--- config.mk ---
export PLATFORM = sky130hd
export DESIGN_NAME = pid_integral_separation
export DESIGN_NICKNAME = d
export VERILOG_FILES = /design/src/hw/rtl/pis_pkg.sv /design/src/hw/rtl/pis_cfg_regs.sv /design/src/hw/rtl/pis_datapath.sv /design/src/hw/rtl/pid_integral_separation.sv
export SDC_FILE = /design/constraint.sdc
export NUM_CORES = 2
export LEC_CHECK = 0
export ABC_AREA = 1
export BUFFER_PORTS_ARGS = -buffer_cell sky130_fd_sc_hd__buf_2
export CELL_PAD_IN_SITES_DETAIL_PLACEMENT = 0
export CELL_PAD_IN_SITES_GLOBAL_PLACEMENT = 1
export CORE_MARGIN = 4
export CORE_UTILIZATION = 30
export CTS_CLUSTER_SIZE = 28
export DETAILED_ROUTE_END_ITERATION = 6
export GPL_ROUTABILITY_DRIVEN = 0
export PLACE_DENSITY_LB_ADDON = 0.1
export SYNTH_ARGS = -nofsm -noshare
export SYNTH_HDL_FRONTEND = slang
export SYNTH_SLANG_ARGS = --single-unit
--- constraint.sdc ---
create_clock -name clk -period 46.8 [get_ports clk]
set_input_delay 14.04 -clock clk [delete_from_list [all_inputs] [get_ports clk]]
set_output_delay 14.04 -clock clk [all_outputs]
set_load 0.02 [all_outputs]
--- src/hw/rtl/pis_pkg.sv ---
// pis_pkg: shared types and constants of the pid controller with integral separation
// holds the configuration struct, register indexes and fixed-point widths
// no dependencies
package pis_pkg;

	localparam int FRAC_BITS   = 8;
	localparam int SEP_NUM     = 77;
	localparam int CFG_IDX_W   = 3;
	localparam int CFG_DATA_W  = 16;
	localparam int INTEG_W     = 24;
	localparam int ERR_W       = 17;

	localparam logic [CFG_IDX_W-1:0] REG_PROP_GAIN    = 3'd0;
	localparam logic [CFG_IDX_W-1:0] REG_INTEG_GAIN   = 3'd1;
	localparam logic [CFG_IDX_W-1:0] REG_DERIV_GAIN   = 3'd2;
	localparam logic [CFG_IDX_W-1:0] REG_INTEG_LIMIT  = 3'd3;
	localparam logic [CFG_IDX_W-1:0] REG_OUTPUT_LIMIT = 3'd4;
	localparam logic [CFG_IDX_W-1:0] REG_SEP_ENABLE   = 3'd5;

	localparam logic [14:0] LIMIT_RESET = 15'd32767;

	typedef struct packed {
		logic [15:0] prop_gain;
		logic [15:0] integ_gain;
		logic [15:0] deriv_gain;
		logic [14:0] integ_limit;
		logic [14:0] output_limit;
		logic        separation_enable;
	} cfg_t;

	// controller state carried from one sample to the next
	typedef struct packed {
		logic [ERR_W-1:0]   prev_err;
		logic [INTEG_W-1:0] integ;
	} ctrl_state_t;

endpackage

--- src/hw/rtl/pis_cfg_regs.sv ---
// pis_cfg_regs: configuration register file of the pid controller
// depends on pis_pkg for the register indexes and cfg_t
module pis_cfg_regs (
	input  logic                             clk,
	input  logic                             arst_n,
	input  logic                             cfg_write_en,
	input  logic [pis_pkg::CFG_IDX_W-1:0]    cfg_index,
	input  logic [pis_pkg::CFG_DATA_W-1:0]   cfg_data,
	output pis_pkg::cfg_t                    cfg
);

	pis_pkg::cfg_t cfg_q;

	always_ff @(posedge clk or negedge arst_n) begin
		if (!arst_n) begin
			cfg_q.prop_gain         <= '0;
			cfg_q.integ_gain        <= '0;
			cfg_q.deriv_gain        <= '0;
			cfg_q.integ_limit       <= pis_pkg::LIMIT_RESET;
			cfg_q.output_limit      <= pis_pkg::LIMIT_RESET;
			cfg_q.separation_enable <= 1'b0;
		end else if (cfg_write_en) begin
			unique case (cfg_index)
				pis_pkg::REG_PROP_GAIN:    cfg_q.prop_gain         <= cfg_data;
				pis_pkg::REG_INTEG_GAIN:   cfg_q.integ_gain        <= cfg_data;
				pis_pkg::REG_DERIV_GAIN:   cfg_q.deriv_gain        <= cfg_data;
				pis_pkg::REG_INTEG_LIMIT:  cfg_q.integ_limit       <= cfg_data[14:0];
				pis_pkg::REG_OUTPUT_LIMIT: cfg_q.output_limit      <= cfg_data[14:0];
				pis_pkg::REG_SEP_ENABLE:   cfg_q.separation_enable <= cfg_data[0];
				default: ;
			endcase
		end
	end

	assign cfg = cfg_q;

endmodule

--- src/hw/rtl/pis_datapath.sv ---
// pis_datapath: combinational pid step, error, three gain products, clamps and rounding
// depends on pis_pkg for cfg_t, ctrl_state_t and the fixed-point constants
module pis_datapath (
	input  pis_pkg::cfg_t        cfg,
	input  pis_pkg::ctrl_state_t state_cur,
	input  logic [15:0]          reference,
	input  logic [15:0]          feedback,
	output pis_pkg::ctrl_state_t state_nxt,
	output logic [15:0]          drive
);

	// symmetric clamp to +/- lim in q.8, result always fits the integrator width
	function automatic logic [pis_pkg::INTEG_W-1:0] clamp_sym(
		input logic signed [35:0] x,
		input logic [14:0]        lim
	);
		logic signed [35:0] limx;
		logic signed [35:0] nlim;
		logic signed [35:0] r;
		limx = $signed({13'b0, lim, 8'b0});
		nlim = -limx;
		if (x > limx)
			r = limx;
		else if (x < nlim)
			r = nlim;
		else
			r = x;
		return r[pis_pkg::INTEG_W-1:0];
	endfunction

	logic signed [16:0] err;
	logic signed [17:0] err_diff;
	logic signed [32:0] pg_x, ig_x, err_x;
	logic signed [33:0] dg_x, diff_x;
	logic signed [32:0] p_term, i_prod;
	logic signed [33:0] d_term;
	logic signed [25:0] err_scaled, ref77;
	logic               update;
	logic signed [35:0] integ_sum;
	logic signed [35:0] integ_old;
	logic [23:0]        integ_new;
	logic signed [35:0] out_sum;
	logic [23:0]        out_clamped;
	logic signed [24:0] rounded;

	assign err      = $signed({reference[15], reference}) - $signed({feedback[15], feedback});
	assign err_diff = $signed({err[16], err}) - $signed({state_cur.prev_err[16], state_cur.prev_err});

	assign pg_x   = $signed({{17{cfg.prop_gain[15]}}, cfg.prop_gain});
	assign ig_x   = $signed({{17{cfg.integ_gain[15]}}, cfg.integ_gain});
	assign dg_x   = $signed({{18{cfg.deriv_gain[15]}}, cfg.deriv_gain});
	assign err_x  = $signed({{16{err[16]}}, err});
	assign diff_x = $signed({{16{err_diff[17]}}, err_diff});

	assign p_term = pg_x * err_x;
	assign i_prod = ig_x * err_x;
	assign d_term = dg_x * diff_x;

	// window: -77*ref < 256*err < 77*ref, empty for a non-positive reference
	assign err_scaled = $signed({err[16], err, 8'b0});
	assign ref77      = $signed({{10{reference[15]}}, reference}) * 26'sd77;
	assign update     = !cfg.separation_enable ||
	                    ((err_scaled > -ref77) && (err_scaled < ref77));

	assign integ_old = $signed({{12{state_cur.integ[23]}}, state_cur.integ});
	assign integ_sum = update ? integ_old + $signed({{3{i_prod[32]}}, i_prod}) : integ_old;
	assign integ_new = clamp_sym(integ_sum, cfg.integ_limit);

	assign out_sum = $signed({{3{p_term[32]}}, p_term})
	               + $signed({{12{integ_new[23]}}, integ_new})
	               + $signed({{2{d_term[33]}}, d_term});
	assign out_clamped = clamp_sym(out_sum, cfg.output_limit);

	// round to nearest, ties toward plus infinity
	assign rounded = $signed({out_clamped[23], out_clamped}) + 25'sd128;
	assign drive   = rounded[23:8];

	assign state_nxt.prev_err = err;
	assign state_nxt.integ    = integ_new;

endmodule

--- src/hw/rtl/pid_integral_separation.sv ---
// pid_integral_separation: positional pid controller with integral separation and clamps
// depends on pis_pkg, pis_cfg_regs and pis_datapath
//
// usage:
//   input channel in_valid/in_ready carries one sample (reference, feedback) per
//   transaction; output channel out_valid/out_ready carries the saturated drive.
//   configuration is a plain write port (cfg_write_en, cfg_index, cfg_data), taken
//   on any edge with cfg_write_en high; write it only while no sample is in flight.
//   a sample is held in an input register and its drive, computed combinationally,
//   is captured in the result register when that register is free or being emptied.
//   throughput is one sample per cycle while out_ready is high; the single step
//   through the three gain multipliers, the integrator clamp and the output clamp
//   sets that cycle. the integrator and previous error update as a sample moves into
//   the result register, so samples are processed strictly in order.
//   when the receiver stalls, the result register holds and the input register
//   still takes one more sample; in_ready then drops until the drive is taken.
//   reset clears gains, integrator, previous error and both valid flags, and sets
//   both limits to full scale.
module pid_integral_separation (
	input  logic                           clk,
	input  logic                           arst_n,
	input  logic                           in_valid,
	output logic                           in_ready,
	input  logic [15:0]                    reference,
	input  logic [15:0]                    feedback,
	output logic                           out_valid,
	input  logic                           out_ready,
	output logic [15:0]                    drive,
	input  logic                           cfg_write_en,
	input  logic [pis_pkg::CFG_IDX_W-1:0]  cfg_index,
	input  logic [pis_pkg::CFG_DATA_W-1:0] cfg_data
);

	pis_pkg::cfg_t        cfg;
	pis_pkg::ctrl_state_t state_q;
	pis_pkg::ctrl_state_t state_nxt;

	logic        valid_s1;
	logic [15:0] reference_s1;
	logic [15:0] feedback_s1;
	logic        valid_s2;
	logic [15:0] drive_s2;
	logic [15:0] drive_nxt;
	logic        advance;

	pis_cfg_regs u_cfg (
		.clk          (clk),
		.arst_n       (arst_n),
		.cfg_write_en (cfg_write_en),
		.cfg_index    (cfg_index),
		.cfg_data     (cfg_data),
		.cfg          (cfg)
	);

	pis_datapath u_dp (
		.cfg       (cfg),
		.state_cur (state_q),
		.reference (reference_s1),
		.feedback  (feedback_s1),
		.state_nxt (state_nxt),
		.drive     (drive_nxt)
	);

	// result register free or being emptied this cycle
	assign advance  = !valid_s2 || out_ready;
	assign in_ready = !valid_s1 || advance;

	always_ff @(posedge clk or negedge arst_n) begin
		if (!arst_n) begin
			valid_s1 <= 1'b0;
			valid_s2 <= 1'b0;
			state_q  <= '0;
		end else begin
			if (in_ready)
				valid_s1 <= in_valid;
			if (advance)
				valid_s2 <= valid_s1;
			if (advance && valid_s1)
				state_q <= state_nxt;
		end
	end

	always_ff @(posedge clk) begin
		if (in_ready && in_valid) begin
			reference_s1 <= reference;
			feedback_s1  <= feedback;
		end
		if (advance && valid_s1)
			drive_s2 <= drive_nxt;
	end

	assign out_valid = valid_s2;
	assign drive     = drive_s2;

endmodule
; Word level (Yosys, flattened, before mapping)
; Index checks and enable logic that the tools add are counted.
[totals]
regBits = 170
in_bits = 56
out_inout_bits = 18
elab_cells = 58
[classes]
addsub = 9
multipliers = 4
order_cmp = 6
eq_ne = 5
muxes = 5
reduce_logical = 16
[ops]
columns = cell, n
row1 = $mux W24, 4
row2 = $gt A36 B24 Y1, 2
row3 = $lt A36 B36 Y1, 2
row4 = $neg A23 Y36, 2
row5 = $mul A16 B17 Y33, 2
row6 = $mux W36, 1
row7 = $add A34 B34 Y35, 1
row8 = $add A24 B33 Y34, 1
row9 = $add A33 B24 Y34, 1
row10 = $mul A16 B18 Y34, 1
row11 = $gt A25 B26 Y1, 1
row12 = $neg A24 Y26, 1
row13 = $lt A25 B24 Y1, 1
row14 = $add A24 B9 Y24 const B, 1
row15 = $mul A16 B8 Y24 const B, 1
row16 = $sub A17 B17 Y18, 1
row17 = $sub A16 B16 Y17, 1
row18 = $reduce_and A2 Y1, 6
row19 = $eq A3 B2 Y1 const B, 2
row20 = $eq A3 B3 Y1 const B, 2
row21 = $eq A3 B1 Y1 const B, 1
row22 = $logic_and A1 B1 Y1, 3
row23 = $logic_not A1 Y1, 3
row24 = $logic_not A3 Y1, 1
row25 = $logic_or A1 B1 Y1, 3

; Logic depth before layout (Yosys ltp)
[logic_depth]
ltp_word = 15
ltp_mapped = 113
depth_no_buf = 110

; Hierarchy
; Synthesis repeated with hierarchy kept, for this count alone.
[unflattened]
cells_unflattened = 6080
hier_area_um2 = 49088.3
[by_module_without_submodules]
columns = module, instances, cells_per_inst, area_each_um2, seq_area_each_um2
row1 = pis_datapath, 1, 5491, 42734.7, 0.0
row2 = pis_cfg_regs, 1, 353, 3180.6, 2014.4
row3 = pid_integral_separation, 1, 236, 3173.0, 2517.4

; Least setup slack after synthesis
; OpenSTA, ideal clock, no wires.
[synth_path]
path_kind = input -> output
start = in out_ready
end = out in_ready
arrival_time_ns = 14.293
required_time_ns = 32.760
path_slack_ns = 18.467
path_stages = 2
path_buffers = 0
path_cell_list = inv_1 nand3_1
[synth_via]
elab_chain_cells = 2
[synth_lines]
columns = element, line
row1 = from (decl), pid_integral_separation.sv:27  ; input logic out_ready,
row2 = $logic_or A1 B1 Y1, pid_integral_separation.sv:65  ; assign advance = !valid_s2 || out_ready;
row3 = $logic_or A1 B1 Y1, pid_integral_separation.sv:66  ; assign in_ready = !valid_s1 || advance;
row4 = to (decl), pid_integral_separation.sv:23  ; output logic in_ready,
; Every way passes these cells.

; Final worst setup path
; Ends and elaborated chain as after synthesis.

==> results.sh <==
export IMPL_status="complete, no violations"
export IMPL_synth_cells=6010
export IMPL_rsz0062_at_grt="false"
export IMPL_synth_cell_type_count=63
export IMPL_ctsResizeCount=0
export IMPL_endpoint="in_ready"
export IMPL_final_common_cell="inv_1"
export IMPL_synth_edf_count=48
export IMPL_clock_path_buffers=2
export IMPL_via_count=37000
export IMPL_critPathCaptureType="output port"
export IMPL_fin_nets=7499
export IMPL_skew_ps=18.21
export IMPL_yosysTopAreaCellShare=0.4080
export IMPL_avgRoutedWirePerCell_um=20.97
export IMPL_yosys_warnings=0
export IMPL_drv_cap=0
export IMPL_gr_total_overflow=0
export IMPL_worst_slew_pin_slew_ps=1085
export IMPL_slew_headroom=0.2759
export IMPL_path_class="input pin to output port"
export IMPL_min_path_type="flop to flop"
export IMPL_reg2reg_depth=98
export IMPL_arrival_ps=14470
export IMPL_htree_levels=4
export IMPL_hold_buffers=0
export IMPL_grt_max_degree=78
export IMPL_crit_fanout=3
export IMPL_cts_setup_buffers=0
export IMPL_final_cell_mix="inv_1 (1594), nand2_1 (1237), fa_1 (994), nor2_1 (470), ha_1 (452)"
export IMPL_root_buffer="clkbuf_16"
export IMPL_worstPathRequired_ps=32760
export IMPL_grt_usage=0.2106
export IMPL_setup_viol=0
export IMPL_area_delta_synth_final_pct=7.109
export IMPL_async_reset_ff_frac=0.7176
export IMPL_die_width_um=411.4
export IMPL_hp_start="u_cfg.cfg[69]$_DFFE_PN0P_"
export IMPL_ant_nets=0
export IMPL_synth_area_per_cell_sq_um=8.124
export IMPL_period_needed_ps=28510
export IMPL_rows=147
export IMPL_timing_critical_path_from_type="input pin"
export IMPL_start_util=0.3030
export IMPL_synth_top_area_cell="fa_1"
export IMPL_grt_pass1_vias=40360
export IMPL_grt_first_pass_wirelength_mm=262.8
export IMPL_wl_mm=171.4
export IMPL_startpoint="out_ready"
export IMPL_io_pins=74
export IMPL_fill_cells=17430
export IMPL_dieHeight_um=411.4
export IMPL_synth_sequential_area_ratio=0.09281
export IMPL_r2r_end="drive[13]$_DFFE_PP_"
export IMPL_worstReg2RegStart="reference_s1[0]$_DFFE_PP_"
export IMPL_ys_top_cells_by_area="fa_1 (41%), inv_1 (12%), ha_1 (12%)"
export IMPL_numClockSinks=170
export IMPL_core_sq_um=161100
export IMPL_syn_num_nets=7513
export IMPL_cts_made_buffers=17
export IMPL_drive_gt1_frac=0.05109
export IMPL_dieArea_sq_um=169300
export IMPL_fmax_ghz=0.03507
export IMPL_drc=0
export IMPL_hold_violations=0
export IMPL_clk_latency_ps=550
export IMPL_post_route_period_util=0.6092
export IMPL_fin_ws_ps=18290
export IMPL_synth_area_sq_um=48830
export IMPL_hpwl_mm=142.0
export IMPL_ys_flop_type="dfrtp_1"
export IMPL_rrSetupSlack_ps=24350
export IMPL_synth_seq_cells=170
export IMPL_setup_tns_final_ps=0
export IMPL_portBuffers=73
export IMPL_vias_per_cell=4.525
export IMPL_clk_pin_slew_worst_paths_ps=80
export IMPL_report_final_slew_viol_count=0
export IMPL_antenna_found_initial=19
export IMPL_drtIter0Drc=2025
export IMPL_cts_tree="yes"
export IMPL_drt_first_pass_iters=6
export IMPL_pre_cts_ws_ps=18280
## layer usage
layer	GRT usage	routed length, um	vias up
met3	0.02229	7008	84
met1	0.2867	77620	18760
met2	0.3601	83080	580
met4	0.04871	3734	0
li1	-	-	17580
met5	0	0	-
## worst max-delay path: stages
cell and delay, ps:
buf_2 90, inv_1 60, nand3_1 100, buf_2 180
## cells in the mapped netlist, types with 3 or more instances
library cell and instances:
nand2_2 20, nor2_4 3, nand2_1 1238, nor3_1 34
a21oi_1 169, inv_2 7, clkinv_1 16, o21a_1 8
xnor2_1 37, ha_1 452, a21o_1 10, o21bai_1 16
xor2_1 87, a31oi_1 10, a211oi_1 3, dfstp_2 30
nand2_4 9, or2_2 30, nor4_1 14, buf_4 3
nor2_2 10, fa_1 995, inv_1 1597, buf_6 4
and2_1 12, nor2_1 471, o211ai_1 4, buf_1 10
nand3_1 119, a31o_2 3, clkbuf_1 146, nand4_1 45
buf_2 6, a21boi_0 4, o21ai_0 197, nand3_2 5
edfxtp_1 48, and3_1 3, o21ai_1 13, dfrtp_1 92
## per-stage QoR
step           instance area, sq um  utilization  std cells  hold WS [ps]
6_report                      52300       0.3246       8176         488.5
5_1_grt                       52290       0.3245       8171         508.9
4_1_cts                       52280       0.3245       8169         492.0
3_5_place_dp                  51670       0.3207       8137         473.3
3_3_place_gp                  51670       0.3207       8137         467.0
2_1_floorplan                 48830            -       6010         453.0
## area by class of cell
| cell class | instances | area [sq um] | area share |
|---|---|---|---|
| Clock inverter | 14 | 178.9 | 0.003421 |
| Tap cell | 2160 | 2703 | 0.05168 |
| Clock buffer | 18 | 429.2 | 0.008206 |
| Inverter | 1620 | 6081 | 0.1163 |
| Timing Repair Buffer | 139 | 867.1 | 0.01658 |
| Multi-Input combinational cell | 4048 | 37490 | 0.7169 |
| Antenna cell | 7 | 17.52 | 0.0003349 |
| Sequential cell | 170 | 4532 | 0.08665 |
## how the worst min path moves through the flow
stage | end | slack (ps) | cells after the start
after floorplan | state_q[25]$_DFFE_PN0P_ | 450 | 2
after global placement | u_cfg.cfg[69]$_DFFE_PN0P_ | 470 | 2
after detailed placement | state_q[35]$_DFFE_PN0P_ | 470 | 2
after CTS | state_q[35]$_DFFE_PN0P_ | 490 | 2
after global routing | u_cfg.cfg[74]$_DFFE_PN0P_ | 510 | 2
final | u_cfg.cfg[69]$_DFFE_PN0P_ | 490 | 2
## flip-flops by register name (all words and copies together), names as in the netlist
name          count
u_cfg.cfg        79
state_q          41
drive            16
feedback_s1      16
reference_s1     16
out_valid         1
valid_s1          1
## kinds of logic after synthesis
logic type               share of synthesized area
multiplexers                             0.0002306
adder cells (fa/ha/maj)                     0.5238
AO/OA/AOI/OAI                              0.04971
XOR/XNOR                                   0.02224
flip-flops                                 0.09281
buffers and inverters                       0.1395
AND/OR/NAND/NOR                             0.1717
Power is not shown: default switching activity piles up to over one toggle a cycle in this logic, so the estimate is an artifact.
